File: config.mk
export PLATFORM = sky130hd
export DESIGN_NAME = mf_csr
export DESIGN_NICKNAME = d
export VERILOG_FILES = /design/src/rtl/mf_pkg.sv /design/src/rtl/mf_csr.sv
export SDC_FILE = /design/constraint.sdc
export NUM_CORES = 1
export LEC_CHECK = 0
export ABC_AREA = 1
export BUFFER_PORTS_ARGS = -buffer_cell sky130_fd_sc_hd__buf_2
export CAP_MARGIN = 15
export CORE_MARGIN = 10
export CORE_UTILIZATION = 30
export DETAILED_ROUTE_END_ITERATION = 8
export PLACE_DENSITY_LB_ADDON = 0.12
export REMOVE_ABC_BUFFERS = 1
export SYNTH_ARGS = -nofsm -noshare
export SYNTH_HDL_FRONTEND = slang
export SYNTH_SLANG_ARGS = --single-unit
File: constraint.sdc
create_clock -name clock -period 3 [get_ports clock]
set_input_delay 0.6 -clock clock [delete_from_list [all_inputs] [get_ports clock]]
set_output_delay 0.6 -clock clock [all_outputs]
set_load 0.005 [all_outputs]
File: src/rtl/mf_pkg.sv
// Package of the 3x3 median filter: sizes, register codes and the types
// passed between the csr, front and back modules. No dependencies.
`timescale 1ns / 1ps

package mf_pkg;

   localparam int MAX_WIDTH  = 4096;
   localparam int MAX_HEIGHT = 4096;

   localparam int PIX_W  = 8;
   localparam int POS_W  = 12;
   localparam int DIM_W  = 13;
   localparam int COL_AW = $clog2(MAX_WIDTH);

   localparam int DIM_MIN      = 3;
   localparam int WIDTH_RESET  = 640;
   localparam int HEIGHT_RESET = 480;

   localparam int CSR_ADDR_W = 3;
   localparam int CSR_DATA_W = 32;

   localparam int QUEUE_DEPTH = 4;
   localparam int OUT_DEPTH   = 8;

   localparam int WIN_CELLS = 9;
   localparam int WIN_CENTER = 4;

   typedef logic [PIX_W-1:0] pix_type;
   typedef pix_type [WIN_CELLS-1:0] window_type;

   typedef enum logic [0:0] {
      REG_IMAGE_WIDTH  = 1'b0,
      REG_IMAGE_HEIGHT = 1'b1
   } csr_reg_type;

   typedef struct packed {
      logic [DIM_W-1:0] width;
      logic [DIM_W-1:0] height;
      logic             restart;
   } cfg_type;

   typedef struct packed {
      logic [POS_W-1:0] row;
      logic [POS_W-1:0] col;
      logic             interior;
      logic             last;
   } side_type;

   typedef struct packed {
      pix_type           pix;
      logic [COL_AW-1:0] addr;
      logic              emit;
      side_type          side;
   } desc_type;

endpackage

File: src/rtl/mf_csr.sv
// Configuration registers of the median filter behind an APB-style port.
// Depends on mf_pkg.
`timescale 1ns / 1ps

module mf_csr (
   input  logic                           clock,
   input  logic                           reset,
   input  logic                           psel,
   input  logic                           penable,
   input  logic                           pwrite,
   input  logic [mf_pkg::CSR_ADDR_W-1:0]  paddr,
   input  logic [mf_pkg::CSR_DATA_W-1:0]  pwdata,
   output logic [mf_pkg::CSR_DATA_W-1:0]  prdata,
   output logic                           pready,
   output mf_pkg::cfg_type                cfg
);
   import mf_pkg::*;

   logic [DIM_W-1:0] width_ff, width_in;
   logic [DIM_W-1:0] height_ff, height_in;
   logic             wr_hit;
   csr_reg_type      reg_sel;

   function automatic logic [DIM_W-1:0] clamp_dim(input logic [DIM_W-1:0] v,
                                                  input logic [DIM_W-1:0] hi);
      logic [DIM_W-1:0] r;
      if (v < DIM_W'(DIM_MIN)) begin
         r = DIM_W'(DIM_MIN);
      end else if (v > hi) begin
         r = hi;
      end else begin
         r = v;
      end
      return r;
   endfunction

   assign pready  = 1'b1;
   assign wr_hit  = psel && penable && pwrite;
   assign reg_sel = csr_reg_type'(paddr[CSR_ADDR_W-1]);

   always_comb begin
      width_in  = width_ff;
      height_in = height_ff;
      prdata    = '0;
      case (reg_sel)
         REG_IMAGE_WIDTH: begin
            prdata = CSR_DATA_W'(width_ff);
            if (wr_hit) begin
               width_in = clamp_dim(pwdata[DIM_W-1:0], DIM_W'(MAX_WIDTH));
            end
         end
         REG_IMAGE_HEIGHT: begin
            prdata = CSR_DATA_W'(height_ff);
            if (wr_hit) begin
               height_in = clamp_dim(pwdata[DIM_W-1:0], DIM_W'(MAX_HEIGHT));
            end
         end
         default: begin
            prdata = '0;
         end
      endcase
   end

   always_ff @(posedge clock) begin
      if (reset) begin
         width_ff  <= DIM_W'(WIDTH_RESET);
         height_ff <= DIM_W'(HEIGHT_RESET);
      end else begin
         width_ff  <= width_in;
         height_ff <= height_in;
      end
   end

   // any write restarts the image, counters clear on the same edge
   assign cfg.width   = width_ff;
   assign cfg.height  = height_ff;
   assign cfg.restart = wr_hit;

endmodule

==> results of run 1 <==
==> cells in the final DEF, fill, tap and decap left out, types with 2 or more instances in the layout <==
cell	synthesis	routed
buf_2	1	58
nand2_1	52	52
dfxtp_1	26	26
a21oi_1	23	23
conb_1	2	20
o21ai_0	19	19
nor2_1	12	12
inv_1	9	9
nand2_2	5	5
nand3_1	5	5
o21ai_1	4	4
clkbuf_8	0	3
inv_2	2	2
or2_1	2	2
==> path summary, 6_finish.rpt <==
check / start / endpoint / depth (start not counted)
setup / recovery: paddr[2] / prdata[6] / 5
hold reg to reg: height_ff[7] / height_ff[7] / 2
hold / removal: height_ff[7] / height_ff[7] / 2
setup reg to reg: width_ff[5] / width_ff[5] / 2
==> per-layer routing <==
metal,vias to the layer above,routed length (um)
li1,685,-
met1,570,1890
met2,60,1690
met3,2,538
met4,0,22
met5,-,0
==> logic make-up after synthesis <==
logic type,share of synthesized area
buffers and inverters,0.181
other,0.00553
AO/OA/AOI/OAI,0.176
AND/OR/NAND/NOR,0.254
flip-flops,0.383
==> sequential cells by signal, summed over array words and instances, names as in the netlist <==
name       count
height_ff     13
width_ff      13
==> power groups by stage <==
stage	clock network [uW]	logic, uW	registers (uW)
after floorplan	0	48.2	374
after global placement	0	104	373
after detailed placement	0	105	374
after CTS	207	105	366
after global routing	220	120	368
final	197	104	366
==> through the flow <==
| step | util | setup WS, ps | power [uW] | area, sq um | hold WS (ps) |
|---|---|---|---|---|---|
| after CTS | 0.371 | 906 | 678 | 1630 | 512 |
| after detailed placement | 0.361 | 906 | 478 | 1580 | 488 |
| after global routing | 0.371 | 808 | 708 | 1630 | 540 |
| after global placement | 0.361 | 869 | 478 | 1580 | 477 |
| after floorplan | - | 1310 | 422 | 1220 | 479 |
| final | 0.371 | 963 | 667 | 1630 | 505 |
==> final cells by class <==
class	count	area, sq um	area share
Clock buffer	3	41.3	0.0254
Inverter	11	41.3	0.0254
Multi-Input combinational cell	146	659	0.406
Sequential cell	26	520	0.320
Tap cell	52	65.1	0.0400
Timing Repair Buffer	59	298	0.183
==> tightest hold or removal path: stages (launching register included) <==
cell and delay (ps):
dfxtp_1 350, a21oi_1 70, nand2_1 60
==> summary.txt, run 1 <==
Status: finished, final reports clean
Post-Synthesis Cell Area: 1360 sq um
Combinational Power Share: 0.156
Die W: 87.3 um
Global routing usage on met1: 0.124
Pins Over Slew Limit: 0
Synth Register Bits: 26
Largest area contributor in the netlist: dfxtp_1
Unrepaired setup endpoints after global routing: false
Initial antenna violation count: 0
Crit end category: output pin
Vias in the first global route: 1,410
Leakage power: 0.000883 uW
Wire per inst: 14.0 um
Skew-Pair Late Insertion Delay: 260 ps
Main area contributors after synthesis: dfxtp_1 38%, nand2_1 14%, buf_4 12%, a21oi_1 8.5%, o21ai_0 7.0%
1st-iter DRT viols: 71
Final period util: 0.679
Most instantiated cells after synthesis: 52 x nand2_1, 26 x dfxtp_1, 23 x a21oi_1
RD Place Congestion: 0.735
CTS tree: built
First-pass DRT Iterations: 4
Tmin final: 2040 ps
GRT Max-Usage Layer: met2
Critical setup path kind: primary input to output pin
M2 GR Usage: 0.170
Root Driver: clkbuf_8
Num CTS Buffers: 3
Crit path cell chain: buf_2 -> inv_2 -> nand2_1 -> nand2_1 -> buf_2
Switch Pwr: 181 uW
Rows: 24
Via count: 1,317
Post-synth top flop: dfxtp_1
Rel. slew slack: 0.616
Met3 Use GR: 0.0534
Max Cap Violations: 0
Die area: 7620 sq um
DR vias/cell: 4.43
Clock transition at path regs: 90 ps
Synth Area per Inst: 7.00 sq um
Sequential element share of the synthesized area: 0.383
Worst-Margin Slew: 575 ps
Cell count after placement: 294
Filler instances: 484
Yosys top cell area share: 0.383
# port buffers: 58
Post CTS Setup Buffer Count: 0
Fin nets: 287
Die height: 87.3 um
Hold Violations, Final: 0
# DRC: 0
Layout cells sized above 1: 0.298
CORE AREA: 4380 sq um
Worst Skew: 0 ps
Int Pwr: 486 uW
CP delay by family, top: buffers and inverters
Ant diodes: 0
Remaining antenna violation count: 0
Number of synthesized flops with an enable pin: 0
Post-DP HPWL: 3.16 mm
Switching Share: 0.271
Most common cell in the netlist: nand2_1
H-tree depth: 1
Largest net degree at the start of global routing: 20
Total I/O pin count: 100
Congestion Overflow GR: 0
GRT Total Usage: 0.106
Reg power frac: 0.548
Mapped Cells: 194
Final setup viols: 0
TritonCTS Sinks: 26
Starting Density: 0.310
Critical path arrival: 1440 ps
Final std cells w/o fill: 297
Max Root-Sink Buffers: 2
Worst min-delay path category: flip-flop to flip-flop
First-pass GRT wire length: 6.61 mm
Critical Path Slowest Stage Cell: buf_2
Max incr delay on CP: 300 ps
Routed WL: 4.15 mm
Crit path buffers/inverters: 3
TNS Setup: 0 ps
# resized after CTS: 0
Cell variety after synth: 22
Max Freq: 491 MHz
Synth warn: 0
Area growth syn-to-layout: 19.6%
CP Data Required Time: 2400 ps
Cell area power density: 410 nW/um^2
Async set or reset register ratio after synthesis: 0
R2R setup slack: 2300 ps
# hold bufs at CTS: 0
Clock group share of total power: 0.296
Worst-path maximum fanout: 16
Worst vdd ir: 0.196 mV
Startpoint types: primary input
Note: power is estimated with default switching activity, not from simulation.
==> run 2, diff against run 1 <==
==> constraint.sdc (replaced) <==
create_clock -name clock -period 2 [get_ports clock]
set_input_delay 0.4 -clock clock [delete_from_list [all_inputs] [get_ports clock]]
set_output_delay 0.4 -clock clock [all_outputs]
set_load 0.005 [all_outputs]
==> run 2 against run 1 <==
Compared with the run above: clock skew stayed put; sequential power is 50% higher; flip-flop and latch count stayed put; clock power is 77% higher; count of clock-buffer cells in the layout is 1 higher; die area stayed put; combinational power is 52% higher; via count is 1.3% lower; core utilization is 0.66 points higher; total power is 58% higher; register-to-register slack worse by 990 ps.
==> summary.txt, run 2 (synthesis gave the netlist of run 1 again) <==
Critical path arrival: 1140 ps
Vias in the first global route: 1,293
Placed cell area: 1600 sq um
Post-DP HPWL: 3.24 mm
Critical setup path kind: primary input to output pin
Tmin final: 1540 ps
Max Freq: 649 MHz
First-pass DRT Iterations: 4
Die W: 87.3 um
# port buffers: 58
Status: finished, final reports clean
Unrepaired setup endpoints after global routing: false
Worst-path maximum fanout: 13
Critical Path Slowest Stage Cell: inv_2
Num CTS Buffers: 3
RD Place Congestion: 0.754
# resized after CTS: 0
Startpoint types: primary input
Total I/O pin count: 100
Max Cap Violations: 0
Cell area power density: 638 nW/um^2
Crit path cell chain: buf_2 -> inv_2 -> nand2_1 -> nand2_1 -> buf_2
Crit end category: output pin
Max Root-Sink Buffers: 2
Cell count after placement: 296
Hold path cells: 3
Max incr delay on CP: 290 ps
Die area: 7620 sq um
H-tree depth: 1
Fin nets: 289
Starting Density: 0.310
CTS tree: built
First-pass GRT wire length: 6.48 mm
Final period util: 0.770
CP Data Required Time: 1600 ps
Hold Violations, Final: 0
Leakage power: 0.000900 uW
TNS Setup: 0 ps
Worst vdd ir: 0.457 mV
Largest regs: height_ff: 13 flops, width_ff: 13 flops
Rows: 24
Post CTS Setup Buffer Count: 0
Fin area: 1650 sq um
Root Driver: clkbuf_8
Final setup viols: 0
Cells on worst reg2reg path: 4
Ant diodes: 0
1st-iter DRT viols: 83
Worst min-delay path category: primary input to flip-flop
Commonest non-fill, non-tap cells in the layout: 58 x buf_2, 52 x nand2_1, 26 x dfxtp_1
Routed WL: 4.14 mm
TritonCTS Sinks: 26
Area growth syn-to-layout: 21.7%
Final core utilization: 0.377
Skew-Pair Late Insertion Delay: 270 ps
Die height: 87.3 um
Wire per inst: 13.8 um
Remaining antenna violation count: 0
Clock transition at path regs: 90 ps
# DRC: 0
Crit path buffers/inverters: 3
Largest net degree at the start of global routing: 20
Congestion Overflow GR: 0
Initial antenna violation count: 0
DR vias/cell: 4.33
CP delay by family, top: buffers and inverters
Crit path depth: 5
Worst Skew: 0 ps
Layout cells sized above 1: 0.306
Final std cells w/o fill: 300
Via count: 1,300
CORE AREA: 4380 sq um
GRT Total Usage: 0.106
Commonest non-fill, non-tap cell in the layout: buf_2
Pins Over Slew Limit: 0
# hold bufs at CTS: 0
run 2: cell count changes in the layout (fill, tap and decap cells not counted):
cell | previous run | this run
buf_4 | 1 | 3
clkbuf_8 | 3 | 4
run 2: worst paths after layout:
| path | start | end | slack, ps |
|---|---|---|---|
| setup / recovery | paddr[2] | prdata[7] | 460 |
| hold / removal | pwdata[7] | width_ff[7] | 390 |
| setup reg to reg | width_ff[0] | width_ff[0] | 1310 |
| hold reg to reg | height_ff[6] | height_ff[6] | 510 |
run 2: layout make-up:
class / instances / area [sq um]
tap: 52 / 65.1
sequential: 26 / 520
clock buffer: 4 / 55.1
timing repair buffer: 61 / 313
inverter: 11 / 41.3
multi-input combinational: 146 / 659
fill: 487 / 2730
run 2: metrics by stage:
step                      hold slack (ps)  total power (uW)  setup WS, ps
after floorplan                       479               633           514
after global placement                486               719           345
after global routing                  390              1120           319
final                                 394              1050           460
after detailed placement              491               720           336
after CTS                             383              1070           422
run 2: routing by layer:
layer / track usage / vias to the layer above / wire length, um
met5: 0 / - / 0
met4: 0.0217 / 0 / 31
met3: 0.0543 / 4 / 562
met2: 0.155 / 66 / 1670
met1: 0.134 / 545 / 1880
li1: - / 685 / -
run 2: worst register-to-register path, cell delays in order (launching register included):
cell	delay, ps
dfxtp_1	340
nor2_1	100
nor2_1	40
o21ai_0	70
inv_1	50
run 2: power by group:
group          switching (uW)  internal, uW  leakage [uW]
Clock                     172           176     0.0000288
Combinational            97.6          60.6      0.000660
Sequential               12.5           536      0.000212
==> run 3, diff against run 2 <==
--- a/config.mk
+++ b/config.mk
@@ -5,7 +5,7 @@
 export SDC_FILE = /design/constraint.sdc
 export NUM_CORES = 1
 export LEC_CHECK = 0
-export ABC_AREA = 1
+export ABC_AREA = 0
 export BUFFER_PORTS_ARGS = -buffer_cell sky130_fd_sc_hd__buf_2
 export CAP_MARGIN = 15
 export CORE_MARGIN = 10
==> constraint.sdc (replaced) <==
create_clock -name clock -period 1.46 [get_ports clock]
set_input_delay 0.292 -clock clock [delete_from_list [all_inputs] [get_ports clock]]
set_output_delay 0.292 -clock clock [all_outputs]
set_load 0.005 [all_outputs]
==> run 3 against run 2 <==
Compared with the run above: combinational power grew 32%; flip-flop and latch count is the same; via count shrank 0.15%; core utilization grew 0.97 points; hold slack lost 97 ps; wire length grew 6.7%; first-iteration DRC count grew 18%; worst setup slack lost 400 ps; sequential share of layout area shrank 1.4 points; global-route usage shrank 0.10 points; total power grew 28%; register-to-register slack lost 560 ps; critical endpoint is now prdata[4]; largest cell class unchanged; largest power group unchanged.
==> summary.txt, run 3 <==
Rows: 24
# hold bufs at CTS: 0
Cell count after placement: 260
Number of synthesized flops with an enable pin: 0
Most instantiated cells after synthesis: 26 x dfxtp_1, 22 x buf_4, 22 x nand2_1
Reg power frac: 0.546
Cell area power density: 779 nW/um^2
FF+latch area: 520 sq um
Final setup viols: 0
Largest family of logic cells by synthesized area: simple AND/OR/NAND/NOR gates
Starting Density: 0.317
Post-DP HPWL: 3.58 mm
Routed WL: 4.42 mm
TritonCTS Sinks: 26
Mapped Cells: 154
Yosys top cell area share: 0.367
Simple-Gate Fraction of Synth Area: 0.213
Post-Synthesis Cell Area: 1420 sq um
Commonest non-fill, non-tap cell in the layout: buf_2
First-pass DRT Iterations: 5
Tmin final: 1400 ps
Mux contribution to synthesized area: 0.103
Cell variety after synth: 30
Clock group share of total power: 0.300
Adder-Cell Fraction of Synth Area: 0
Unrepaired setup endpoints after global routing: false
# resized after CTS: 0
Root Driver: clkbuf_8
Synth Area per Inst: 9.21 sq um
Worst-path maximum fanout: 10
Switch Pwr: 349 uW
Worst min-delay path category: primary input to flip-flop
Fin nets: 253
Leakage power: 0.000854 uW
1st-iter DRT viols: 98
Final period util: 0.959
Endpoint, Worst Hold: height_ff[10]
Reg-to-Reg Start: height_ff[6]
CORE AREA: 4470 sq um
Wire per inst: 16.8 um
Num CTS Buffers: 3
Sequential element share of the synthesized area: 0.367
Compound-Gate Fraction of Synth Area: 0.150
Synth warn: 0
Synth Register Bits: 26
Area growth syn-to-layout: 22.0%
Max Freq: 714 MHz
H-tree depth: 1
Hold_ws: 297 ps
Main area contributors after synthesis: dfxtp_1 37%, buf_4 12%, mux2_2 10%, nand2_1 5.8%, a22o_1 4.9%
Reg-to-reg endpoint: height_ff[6]
Largest area contributor in the netlist: dfxtp_1
Int Pwr: 999 uW
Commonest non-fill, non-tap cells in the layout: 57 x buf_2, 26 x dfxtp_1, 22 x nand2_1
Hold path cells: 2
Most common cell in the netlist: dfxtp_1
Status: finished, final reports clean
# DRC: 0
Layout cells sized above 1: 0.412
CP Data Required Time: 1170 ps
Ant diodes: 0
Post CTS Setup Buffer Count: 0
Worst Skew: 0 ps
Via count: 1,298
R2R setup slack: 750 ps
Filler instances: 471
Post-synth top flop: dfxtp_1
GRT Total Usage: 0.105
Remaining antenna violation count: 0
Largest regs: height_ff: 13 flops, width_ff: 13 flops
# port buffers: 58
Largest net degree at the start of global routing: 17
Worst vdd ir: 0.354 mV
Max Root-Sink Buffers: 2
Crit end category: output pin
Startpoint types: primary input
DR vias/cell: 4.94
Die W: 88.8 um
Initial antenna violation count: 0
CTS tree: built
Clock transition at path regs: 90 ps
Hold Crit Start: reset
Vias in the first global route: 1,311
Pins Over Slew Limit: 0
Critical path arrival: 1110 ps
Die area: 7880 sq um
XOR/XNOR Fraction of Synth Area: 0
Congestion Overflow GR: 0
Cells on worst reg2reg path: 2
Total I/O pin count: 100
Critical setup path kind: primary input to output pin
Skew-Pair Late Insertion Delay: 270 ps
Switching Share: 0.259
First-pass GRT wire length: 6.50 mm
RD Place Congestion: 0.746
Hold Violations, Final: 0
Die height: 88.8 um
Final std cells w/o fill: 263
Async set or reset register ratio after synthesis: 0
Combinational Power Share: 0.154
Worst setup startpoint: paddr[2]
Area of the multi-input gates: 737 sq um
Max Cap Violations: 0
[run 3: cell types whose count changed in the layout (fill, tap and decap cells not counted), moves of 6 or more]
| cell | previous run | this run |
|---|---|---|
| a21oi_1 | 23 | 5 |
| a22o_1 | 0 | 8 |
| buf_4 | 3 | 9 |
| inv_1 | 9 | 2 |
| mux2_2 | 0 | 13 |
| nand2_1 | 52 | 22 |
| nor2_1 | 12 | 6 |
| o21ai_0 | 19 | 0 |
[run 3: cells by family (layout without fill, tap and decap cells)]
kind of cell           after synthesis  count (layout)
AND/OR/NAND/NOR                     54              54
buffers and inverters               33              72
AO/OA/AOI/OAI                       26              26
multiplexers                        13              13
other                                2              20
flip-flops                          26              26
[run 3: worst max-delay path, cell delays in order]
cell	delay (ps)
clkbuf_4	190
buf_4	170
mux2_2	330
buf_2	130
[run 3: layer usage]
| metal | vias to the layer above | wire (um) | track usage | part of all wire |
|---|---|---|---|---|
| met5 | - | 0 | 0 | 0 |
| met4 | 0 | 44 | 0.0352 | 0.010 |
| met3 | 5 | 565 | 0.0487 | 0.13 |
| met2 | 61 | 1940 | 0.166 | 0.44 |
| met1 | 603 | 1870 | 0.121 | 0.42 |
| li1 | 629 | - | - | - |
[run 3: final cells by class]
class | instances | share of cell area
clock buffer | 3 | 0.0238
inverter | 2 | 0.00434
multi-input combinational | 113 | 0.426
sequential | 26 | 0.301
tap | 52 | 0.0376
timing repair buffer | 67 | 0.208
[run 3: power by group through the flow]
stage | sequential [uW] | clock (uW) | combinational, uW
CTS | 737 | 414 | 206
detailed placement | 753 | 0 | 205
global route | 739 | 443 | 230
floorplan | 752 | 0 | 86.1
global placement | 752 | 0 | 202
finish | 736 | 404 | 208
[run 3: worst max path at each step]
stage / depth (start not counted) / end / slack (ps)
after floorplan: 3 / width_ff[5] / 270
after global placement: 5 / width_ff[0] / 20
after detailed placement: 4 / width_ff[5] / -30
after CTS: 4 / prdata[4] / 0.7
after global routing: 4 / prdata[4] / 20
final: 4 / prdata[4] / 60
[run 3: through the flow]
stage | utilization | instance area, sq um | worst slack (ps) | total power, uW | setup TNS, ps
after global routing | 0.387 | 1730 | 15.4 | 1410 | 0
after global placement | 0.377 | 1690 | 15.7 | 954 | 0
after floorplan | - | 1260 | 274 | 838 | 0
after detailed placement | 0.377 | 1690 | -32.6 | 958 | -71.3
final | 0.387 | 1730 | 59.5 | 1350 | 0
after CTS | 0.386 | 1730 | 0.688 | 1360 | 0
