==> config.mk <==
export PLATFORM = sky130hd
export DESIGN_NAME = mf_front
export DESIGN_NICKNAME = d
export VERILOG_FILES = /design/src/rtl/mf_pkg.sv /design/src/rtl/mf_front.sv
export SDC_FILE = /design/constraint.sdc
export NUM_CORES = 1
export LEC_CHECK = 0
export ABC_AREA = 1
export ABC_CLOCK_PERIOD_IN_PS = 4730
export BUFFER_PORTS_ARGS = -buffer_cell sky130_fd_sc_hd__buf_2
export CAP_MARGIN = 10
export CELL_PAD_IN_SITES_DETAIL_PLACEMENT = 1
export CELL_PAD_IN_SITES_GLOBAL_PLACEMENT = 1
export CORE_MARGIN = 3
export CORE_UTILIZATION = 45
export DETAILED_ROUTE_END_ITERATION = 6
export PLACE_DENSITY = 0.83
export SLEW_MARGIN = 40
export SYNTH_ARGS = -nofsm -noshare
export SYNTH_HDL_FRONTEND = slang
export SYNTH_SLANG_ARGS = --single-unit
==> constraint.sdc <==
create_clock -name clock -period 4.73 [get_ports clock]
set_input_delay 0.2365 -clock clock [delete_from_list [all_inputs] [get_ports clock]]
set_output_delay 0.2365 -clock clock [all_outputs]
set_load 0.05 [all_outputs]
==> src/rtl/mf_pkg.sv <==
// Package of the 3x3 median filter: sizes, register codes and the types
// passed between the csr, front and back modules. No dependencies.
`timescale 1ns / 1ps

package mf_pkg;

   localparam int MAX_WIDTH  = 4096;
   localparam int MAX_HEIGHT = 4096;

   localparam int PIX_W  = 8;
   localparam int POS_W  = 12;
   localparam int DIM_W  = 13;
   localparam int COL_AW = $clog2(MAX_WIDTH);

   localparam int DIM_MIN      = 3;
   localparam int WIDTH_RESET  = 640;
   localparam int HEIGHT_RESET = 480;

   localparam int CSR_ADDR_W = 3;
   localparam int CSR_DATA_W = 32;

   localparam int QUEUE_DEPTH = 4;
   localparam int OUT_DEPTH   = 8;

   localparam int WIN_CELLS = 9;
   localparam int WIN_CENTER = 4;

   typedef logic [PIX_W-1:0] pix_type;
   typedef pix_type [WIN_CELLS-1:0] window_type;

   typedef enum logic [0:0] {
      REG_IMAGE_WIDTH  = 1'b0,
      REG_IMAGE_HEIGHT = 1'b1
   } csr_reg_type;

   typedef struct packed {
      logic [DIM_W-1:0] width;
      logic [DIM_W-1:0] height;
      logic             restart;
   } cfg_type;

   typedef struct packed {
      logic [POS_W-1:0] row;
      logic [POS_W-1:0] col;
      logic             interior;
      logic             last;
   } side_type;

   typedef struct packed {
      pix_type           pix;
      logic [COL_AW-1:0] addr;
      logic              emit;
      side_type          side;
   } desc_type;

endpackage

==> src/rtl/mf_front.sv <==
// Front end of the median filter: accepts items, tracks the input and output
// positions, and queues one descriptor per pixel that moves the window.
// Depends on mf_pkg.
`timescale 1ns / 1ps

module mf_front (
   input  logic              clock,
   input  logic              reset,
   input  mf_pkg::cfg_type   cfg,
   input  logic              push,
   output logic              full,
   input  logic              req_mode,
   input  mf_pkg::pix_type   req_pixel_in,
   input  logic              q_pop,
   output logic              q_valid,
   output mf_pkg::desc_type  q_head
);
   import mf_pkg::*;

   localparam int QPTR_W = $clog2(QUEUE_DEPTH);
   localparam int QCNT_W = $clog2(QUEUE_DEPTH + 1);

   logic [DIM_W-1:0]  in_row_ff, in_row_in;
   logic [COL_AW-1:0] in_col_ff, in_col_in;
   logic [POS_W-1:0]  emit_row_ff, emit_row_in;
   logic [POS_W-1:0]  emit_col_ff, emit_col_in;

   desc_type          q_mem_ff [QUEUE_DEPTH];
   logic [QPTR_W-1:0] wr_ptr_ff, wr_ptr_in;
   logic [QPTR_W-1:0] rd_ptr_ff, rd_ptr_in;
   logic [QCNT_W-1:0] q_count_ff, q_count_in;

   logic             accept, complete, drop, take, emit, interior, last;
   logic             col_wrap, ecol_wrap;
   logic [DIM_W-1:0] er_x, ec_x;
   desc_type         desc;

   assign accept   = push && !full;
   assign complete = in_row_ff >= cfg.height;
   // a flush before the image is complete does nothing
   assign drop     = req_mode && !complete;
   assign take     = accept && !drop;

   assign emit = (in_row_ff >= DIM_W'(2)) ||
                 ((in_row_ff == DIM_W'(1)) && (in_col_ff != '0));

   assign er_x     = DIM_W'(emit_row_ff);
   assign ec_x     = DIM_W'(emit_col_ff);
   assign interior = (emit_row_ff != '0) && ((er_x + DIM_W'(2)) <= cfg.height) &&
                     (emit_col_ff != '0) && ((ec_x + DIM_W'(2)) <= cfg.width);
   assign last     = ((er_x + DIM_W'(1)) == cfg.height) &&
                     ((ec_x + DIM_W'(1)) == cfg.width);

   assign col_wrap  = (DIM_W'(in_col_ff) + DIM_W'(1)) >= cfg.width;
   assign ecol_wrap = (ec_x + DIM_W'(1)) >= cfg.width;

   always_comb begin
      in_row_in   = in_row_ff;
      in_col_in   = in_col_ff;
      emit_row_in = emit_row_ff;
      emit_col_in = emit_col_ff;
      if (cfg.restart) begin
         in_row_in   = '0;
         in_col_in   = '0;
         emit_row_in = '0;
         emit_col_in = '0;
      end else if (take) begin
         if (col_wrap) begin
            in_col_in = '0;
            in_row_in = in_row_ff + DIM_W'(1);
         end else begin
            in_col_in = in_col_ff + COL_AW'(1);
         end
         if (emit) begin
            if (last) begin
               in_row_in   = '0;
               in_col_in   = '0;
               emit_row_in = '0;
               emit_col_in = '0;
            end else if (ecol_wrap) begin
               emit_col_in = '0;
               emit_row_in = emit_row_ff + POS_W'(1);
            end else begin
               emit_col_in = emit_col_ff + POS_W'(1);
            end
         end
      end
   end

   always_ff @(posedge clock) begin
      if (reset) begin
         in_row_ff   <= '0;
         in_col_ff   <= '0;
         emit_row_ff <= '0;
         emit_col_ff <= '0;
      end else begin
         in_row_ff   <= in_row_in;
         in_col_ff   <= in_col_in;
         emit_row_ff <= emit_row_in;
         emit_col_ff <= emit_col_in;
      end
   end

   // past the last row, zeros are shifted in as virtual pixels
   assign desc.pix           = complete ? '0 : req_pixel_in;
   assign desc.addr          = in_col_ff;
   assign desc.emit          = emit;
   assign desc.side.row      = emit_row_ff;
   assign desc.side.col      = emit_col_ff;
   assign desc.side.interior = interior;
   assign desc.side.last     = last;

   // descriptor queue
   assign full    = q_count_ff == QCNT_W'(QUEUE_DEPTH);
   assign q_valid = q_count_ff != '0;
   assign q_head  = q_mem_ff[rd_ptr_ff];

   always_comb begin
      wr_ptr_in  = wr_ptr_ff;
      rd_ptr_in  = rd_ptr_ff;
      q_count_in = q_count_ff;
      if (take) begin
         wr_ptr_in = (wr_ptr_ff == QPTR_W'(QUEUE_DEPTH - 1)) ? '0 : wr_ptr_ff + QPTR_W'(1);
      end
      if (q_pop) begin
         rd_ptr_in = (rd_ptr_ff == QPTR_W'(QUEUE_DEPTH - 1)) ? '0 : rd_ptr_ff + QPTR_W'(1);
      end
      if (take && !q_pop) begin
         q_count_in = q_count_ff + QCNT_W'(1);
      end else if (q_pop && !take) begin
         q_count_in = q_count_ff - QCNT_W'(1);
      end
   end

   always_ff @(posedge clock) begin
      if (reset) begin
         wr_ptr_ff  <= '0;
         rd_ptr_ff  <= '0;
         q_count_ff <= '0;
      end else begin
         wr_ptr_ff  <= wr_ptr_in;
         rd_ptr_ff  <= rd_ptr_in;
         q_count_ff <= q_count_in;
      end
   end

   always_ff @(posedge clock) begin
      if (take) begin
         q_mem_ff[wr_ptr_ff] <= desc;
      end
   end

endmodule

==> key figures, run 1 <==
Drt
  • Drt drc: 0
  • Final WL: roughly 37 mm
  • Routed wire per std cell: 20.52 um
  • Initial drt markers: 717
  • DR vias/cell: 5.658
  • Wire length on met1: 15.30 mm
  • Drt first pass iters: 5
  • DRT antenna net count: 0
  • Met2 wire len: roughly 18 mm
  • Top routing layer in use: met4
  • Vias: 10090
  • Met3 Wirelength: about 2.1 mm

Status
  • Outcome: complete, no violations

Clocking
  • CTS tree: built
  • H-Tree Level Count: 1
  • Sink Count: 246
  • Clock latency on the worst-skew pair: ~0.53 ns
  • Root Driver: clkbuf_16
  • CTS resizes: 0
  • Clock Pin Slew Worst Setup and Hold Paths: 0.06 ns
  • CTS Buf Count: 26
  • Postcts setup bufs: 0
  • # hold bufs at CTS: 0
  • Max clock buf depth: 3

STA
  • Slew headroom: between 40 and 50%
  • RSZ-0062 raised after global routing: no
  • Hold Vio Cnt, Final: 0
  • Final setup viols: 0
  • Final WS setup: about 1 ns
  • Post-layout min period: 3.704 ns
  • Max-slew violations: 0
  • Layout Skew: around 0.021 ns
  • Slew of the pin with the lowest slew margin: roughly 0.85 ns
  • F_max: approximately 270 MHz
  • Final Cycle Share: between 70% and 80%
  • Hold Slack: 0.05715 ns
  • Setup tns final: 0 ns

Place
  • Pre-CTS worst setup slack: about 1.1 ns
  • Port bufs: roughly 90
  • Final GP Congestion: 0.9093
  • Cell count after placement: roughly 1700
  • Post-DP HPWL: approximately 25 mm
  • DP Area: 13390 um^2

Yosys
  • Post-Synthesis Cells: 1313
  • Synth Flop Type: edfxtp_1
  • Largest family of logic cells by synthesized area: simple AND/OR/NAND/NOR gates
  • Post-Synth Simple-Gate Area: 18.33%
  • Mapped Avg Cell Area: 9.538 um^2
  • Ys async rst share: 0%
  • Netlist cell types: 43
  • Mux share of post-synthesis cell area: 0%
  • Post-Syn Area: 12520 um^2
  • Compound-Gate Fraction of Synth Area: 11.32%
  • Adder-cell area share of the yosys netlist: 8.352%
  • Post-synth EDFFs: 188
  • Synth warnings: 0
  • Synthesized flop and latch total: 246
  • Sequential share of the synthesized area: around 54%
  • Syn Nets: around 1400
  • Post-Synth XOR/XNOR Area: 2.518%

GRT
  • Vias in the first global route: 10640
  • First-pass GRT wire length: a little under 60 mm
  • Grt ovf: 0
  • Global-route usage over all layers: 24.09%
  • Antenna violations before repair: 0
  • Largest net degree at the start of global routing: 95

Run
  • Max Cap Viol: 0

Hold path
  • Hold path depth: 2
  • HP Class: in2reg

Cells and area
  • Fill cells: 3111
  • Fin area: approximately 14000 um^2
  • ANT cells: 0
  • Share of cells above drive strength 1: about an eighth
  • Finished Layout Cells: 1784
  • Area growth syn-to-layout: 13.84%
  • Nets: around 1500

Die
  • IO Count: 89
  • Row cnt: 60
  • Die span in x: 172.8 um
  • Core area: 27180 um^2
  • Initial Util: 46.08%
  • Die Ht: 172.8 um
  • Die ar.: 29870 um^2

Worst setup path
  • CP startpoint kind: flip-flop
  • CP max FO: 12
  • CP endpoint kind: flip-flop
  • Required @ worst endpoint: 5.09 ns
  • Arr. time, crit path: 4.07 ns
  • Worst r2r path cells: 20
  • Worst Setup Path Type: reg2reg

Power
  • Static Leakage: 5.573 nW
  • VDD IR-drop max: ~0.23 mV
  • P per Cell Area: between 300 and 400 nW/um^2
==> cells in the final DEF, fill, tap and decap left out, types with 16 or more instances in the layout <==
cell type / Yosys / routed
edfxtp_1: 188 / 188
inv_1: 114 / 111
xor2_1: 33 / 33
nand3_1: 71 / 71
clkbuf_16: 0 / 27
nand2_1: 174 / 174
buf_2: 3 / 88
o21ai_0: 125 / 125
o22ai_1: 47 / 47
nand4_1: 20 / 20
nor2_1: 203 / 197
nor3_1: 17 / 16
a21oi_1: 72 / 72
ha_1: 82 / 82
dfxtp_1: 58 / 57
==> kinds of logic (layout without fill, tap and decap cells) <==
group / after synthesis / count (layout)
buffers and inverters: 164 / 263
adder cells (fa/ha/maj): 83 / 83
flip-flops: 246 / 246
AO/OA/AOI/OAI: 262 / 262
XOR/XNOR: 36 / 36
AND/OR/NAND/NOR: 522 / 522
==> stage by stage <==
step                      utilization, %  power (mW)
after floorplan                        -       2.867
after global placement             49.24       3.042
after detailed placement           49.27       3.067
after CTS                          52.42       5.088
after global routing               52.46       5.231
final                              52.46       5.060
==> path summary, 6_finish.rpt <==
path                                      from             to  slack [ns]
worst max register to register  emit_col_ff[2]   in_col_ff[2]        1.03
worst min-delay path                     reset   wr_ptr_ff[0]        0.06
worst max-delay path            emit_col_ff[2]   in_col_ff[2]        1.03
worst min register to register   in_row_ff[10]  in_row_ff[10]        0.51
==> critical path, stage by stage, from the launching register on <==
cell and delay [ns]:
dfxtp_1 0.54, ha_1 0.29, nand2_1 0.14, nor2_2 0.21, nand2_1 0.11, nor2_1 0.14, xor2_1 0.10, nor2_1 0.14
a21oi_2 0.05, ha_1 0.31, nand2_1 0.07, nor2_1 0.24, nand3_1 0.13, nor2_1 0.10, nand3_1 0.08, nor2_1 0.09
nand3_1 0.10, nor2_1 0.15, nand3_2 0.25, nand3_1 0.18, a21oi_1 0.10
==> synthesized netlist by cell type (3+ instances only) <==
cell type  number  share of area (%)
nor2_1        203                6.1
edfxtp_1      188                 45
nand2_1       174                5.2
o21ai_0       125                5.0
inv_1         114                3.4
ha_1           82                8.2
a21oi_1        72                2.9
nand3_1        71                2.8
dfxtp_1        58                9.3
o22ai_1        47                2.3
clkbuf_1       39                1.2
xor2_1         33                2.3
nand4_1        20                1.0
nor3_1         17               0.68
nor4_1         10               0.50
nand2_2         5               0.25
nand3b_1        5               0.30
nor2_4          4               0.36
a211oi_1        3               0.18
a21oi_2         3               0.21
a22oi_1         3               0.18
buf_2           3               0.12
inv_2           3              0.090
nor3_2          3               0.24
xnor2_1         3               0.21
==> state kept, by name, indices dropped and copies added (netlist names), named ones only <==
name	count
q_mem_ff	188
emit_col_ff	12
in_row_ff	13
wr_ptr_ff	2
in_col_ff	12
rd_ptr_ff	2
q_count_ff	3
emit_row_ff	12
==> per-layer routing <==
layer  vias to the layer above  GRT usage [%]
met5                         -              0
met4                         0          6.824
met3                        55          4.282
met2                       252          42.60
met1                      5043          30.37
li1                       4743              -
==> where the power goes <==
group / switching (mW) / internal, mW / leakage [nW]
Combinational: 0.502 / 0.147 / 2.96
Clock: 0.821 / 1.21 / 0.412
Sequential: 0.0209 / 2.36 / 2.20
Total: 1.34 / 3.72 / 5.57
==> area by class of cell <==
cell class	count	area (um^2)	share of cell area, %
multi-input cells	903	5115	35.88
inverters	117	442.9	3.107
clock buffers	41	758.2	5.319
flip-flops and latches	246	6808	47.75
repair buffers	98	569.3	3.993
clock inverters	7	97.59	0.6846
well taps	372	465.4	3.265
(Power assumes the default switching activity.)
==> run 2, diff against run 1 <==
--- a/config.mk
+++ b/config.mk
@@ -6,7 +6,7 @@
 export NUM_CORES = 1
 export LEC_CHECK = 0
 export ABC_AREA = 1
-export ABC_CLOCK_PERIOD_IN_PS = 4730
+export ABC_CLOCK_PERIOD_IN_PS = 3800
 export BUFFER_PORTS_ARGS = -buffer_cell sky130_fd_sc_hd__buf_2
 export CAP_MARGIN = 10
 export CELL_PAD_IN_SITES_DETAIL_PLACEMENT = 1
==> constraint.sdc (replaced) <==
create_clock -name clock -period 3.8 [get_ports clock]
set_input_delay 0.19 -clock clock [delete_from_list [all_inputs] [get_ports clock]]
set_output_delay 0.19 -clock clock [all_outputs]
set_load 0.05 [all_outputs]
==> run 2 against run 1 <==
Sequential power rose by 24%; largest cell class unchanged; via count is 1.6% higher; sequential cell count is the same; die area stayed put; register-to-register slack got worse by 0.74 ns; clock skew is essentially flat; combinational power grew 26%; clock-buffer cell count decreased by 2; total power rose by 24%; maximum frequency up 5.4%; critical path depth fell by 3.
==> key figures, run 2 (synthesis gave the netlist of run 1 again) <==
Cells and area
  • Most flops, register: q_mem_ff
  • Area growth syn-to-layout: 14.86%
  • Commonest non-fill, non-tap cells in the layout: nor2_1, edfxtp_1, nand2_1, o21ai_0, inv_1
  • Largest registers: q_mem_ff (188), in_row_ff (13)
  • Commonest non-fill, non-tap cell in the layout: nor2_1
  • Nets: 1535
  • Fill cells: 3129
  • Max reg flops: 188
  • Finished Layout Cells: roughly 1800
  • Share of cells above drive strength 1: 13.55%
  • ANT cells: 0

Hold path
  • Min-delay src: req_pixel_in[5]
  • HP Class: in2reg
  • Hold endpoint: q_mem_ff[0][44]
  • Hold path depth: 3

STA
  • Slew headroom: 45.17%
  • Hold Vio Cnt, Final: 0
  • F_max: 284.6 MHz
  • Final setup viols: 0
  • Post-layout min period: 3.513 ns
  • Layout Skew: 0.02043 ns
  • RSZ-0062 raised after global routing: no
  • Max-slew violations: 0
  • Final Cycle Share: 92.46%
  • Slew of the pin with the lowest slew margin: 0.8162 ns

GRT
  • Met2 GRT Util: a little over two fifths
  • Antenna violations before repair: 0
  • M3 GR Usage: 3.777%
  • First-pass GRT wire length: 58.15 mm
  • Met1 GRT Util: 31.04%
  • Grt ovf: 0
  • Largest net degree at the start of global routing: 55
  • Vias in the first global route: 10680
  • Top Usage Layer GRT: met2
  • Global-route usage over all layers: 24.05%

Worst setup path
  • Cell family with most CP delay: simple AND/OR/NAND/NOR gates
  • Worst r2r path cells: 17
  • CP endpoint kind: flip-flop
  • Arr. time, crit path: 3.94 ns
  • CP startpoint kind: flip-flop
  • Cell breakdown of the critical path: inv_1 -> nor3_1 -> nand3_1 -> nor3_2 -> nand3_1 -> xnor2_1 -> ha_1 -> nand2_1 -> nor2_1 -> nand2_1 -> o21bai_1 -> nand3_1 -> nand3_2 -> nor2_1 -> nand3_1 -> nand3_1 -> nor2_1
  • CP max-delay cell: dfxtp_1
  • WP buf/inv: 1
  • Largest stage delay, worst path: 0.49 ns
  • R2r setup slk: 0.29 ns
  • Reg-to-Reg Start: in_col_ff[4]
  • Crit path from: in_col_ff[4]
  • Worst reg2reg endpoint: in_row_ff[9]
  • CP most frequent cell: nand3_1
  • Required @ worst endpoint: 4.23 ns
  • CP max FO: 7
  • Worst Setup Path Type: reg2reg

Power
  • Static Leakage: 5.667 nW
  • Pwr Total: between 6 and 7 mW
  • P per Cell Area: 435.9 nW/um^2
  • VDD IR-drop max: ~0.32 mV

Place
  • Final GP Congestion: 0.9002
  • Cell count after placement: 1755
  • Post-DP HPWL: between 20 and 30 mm
  • Port bufs: 88

Drt
  • DRT antenna net count: 0
  • Drt drc: 0
  • Final WL: 37.17 mm
  • Initial drt markers: 736
  • Routed wire per std cell: 20.60 um
  • Vias: 10260
  • Drt first pass iters: 5
  • DR vias/cell: roughly 5.7

Die
  • Initial Util: 46.08%
  • Die Ht: 172.8 um
  • Core area: 27180 um^2
  • Die span in x: 172.8 um
  • IO Count: roughly 90
  • Die ar.: 29870 um^2
  • Row cnt: 60

Clocking
  • Root Driver: clkbuf_16
  • Clock Pin Slew Worst Setup and Hold Paths: 0.06 ns
  • Sink Count: ~250
  • Max clock buf depth: 3
  • H-Tree Level Count: 1
  • CTS tree: built
  • Postcts setup bufs: 0
  • CTS Buf Count: 26
  • Clock latency on the worst-skew pair: 0.54 ns

Status
  • Outcome: complete, no violations

Run
  • Max Cap Viol: 0
[run 2: cell types whose count changed in the layout (fill, tap and decap cells not counted), moves of 2 or more]
cell      change
buf_4        +21
inv_1         +2
clkbuf_1      -2
inv_6         +2
dfxtp_1       -5
dfxtp_2       +5
[run 2: how the worst max path moves through the flow]
stage / endpoint / slack, ns / cells after the start
after floorplan: q_mem_ff[0][0] / -0.1 / 9
after global placement: in_row_ff[8] / 0.45 / 18
after detailed placement: in_row_ff[10] / 0.31 / 18
after CTS: in_row_ff[10] / 0.12 / 18
after global routing: in_row_ff[8] / 0.01 / 18
final: in_row_ff[9] / 0.29 / 17
[run 2: timing repair]
item / in CTS / in global routing
hold buffers: 1 / 0
resized for setup: 0 / 10
endpoints found under the hold margin: 3 / 0
endpoints found under the setup margin: 0 / 28
[run 2: power by group]
| part | internal, mW | switching (mW) |
|---|---|---|
| sequential | 2.94 | 0.0254 |
| clock | 1.43 | 1.06 |
| combinational | 0.190 | 0.629 |
| total | 4.56 | 1.71 |
[run 2: cell type report]
type	instances	area (um^2)	area share, %
sequential	246	6814	47.37
tap	372	465.4	3.236
timing repair buffer	118	705.7	4.906
clock buffer	39	750.7	5.219
inverter	117	439.2	3.053
clock inverter	9	78.83	0.5480
multi-input combinational	903	5130	35.66
[run 2: worst reg2reg max path, stage by stage, from the launching register on]
cell      delay, ns
dfxtp_1        0.49
inv_1          0.13
nor3_1         0.31
nand3_1        0.19
nor3_2         0.23
nand3_1        0.13
xnor2_1        0.18
ha_1           0.35
nand2_1        0.10
nor2_1         0.18
nand2_1        0.06
o21bai_1       0.16
nand3_1        0.22
nand3_2        0.21
nor2_1         0.25
nand3_1        0.11
nand3_1        0.08
nor2_1         0.04
[run 2: stage by stage]
step | setup TNS, ns | cell area, um^2 | setup WS, ns | util (%) | hold slack, ns
floorplan | -17.95 | 12520 | -0.09550 | - | 0.2685
global placement | 0 | 13490 | 0.4495 | 49.65 | 0.4824
detailed placement | 0 | 13510 | 0.3106 | 49.72 | 0.5105
CTS | 0 | 14350 | 0.1152 | 52.81 | 0.02943
global route | 0 | 14380 | 0.009504 | 52.93 | 0.03359
finish | 0 | 14380 | 0.2867 | 52.93 | 0.03875
[run 2: per-layer routing]
layer  routed length, um  share of wire, %  vias up
li1                    -                 -     4775
met1               15910                43     5113
met2               18260                49      300
met3                2046               5.5       69
met4                 954               2.6        0
met5                   0                 0        -
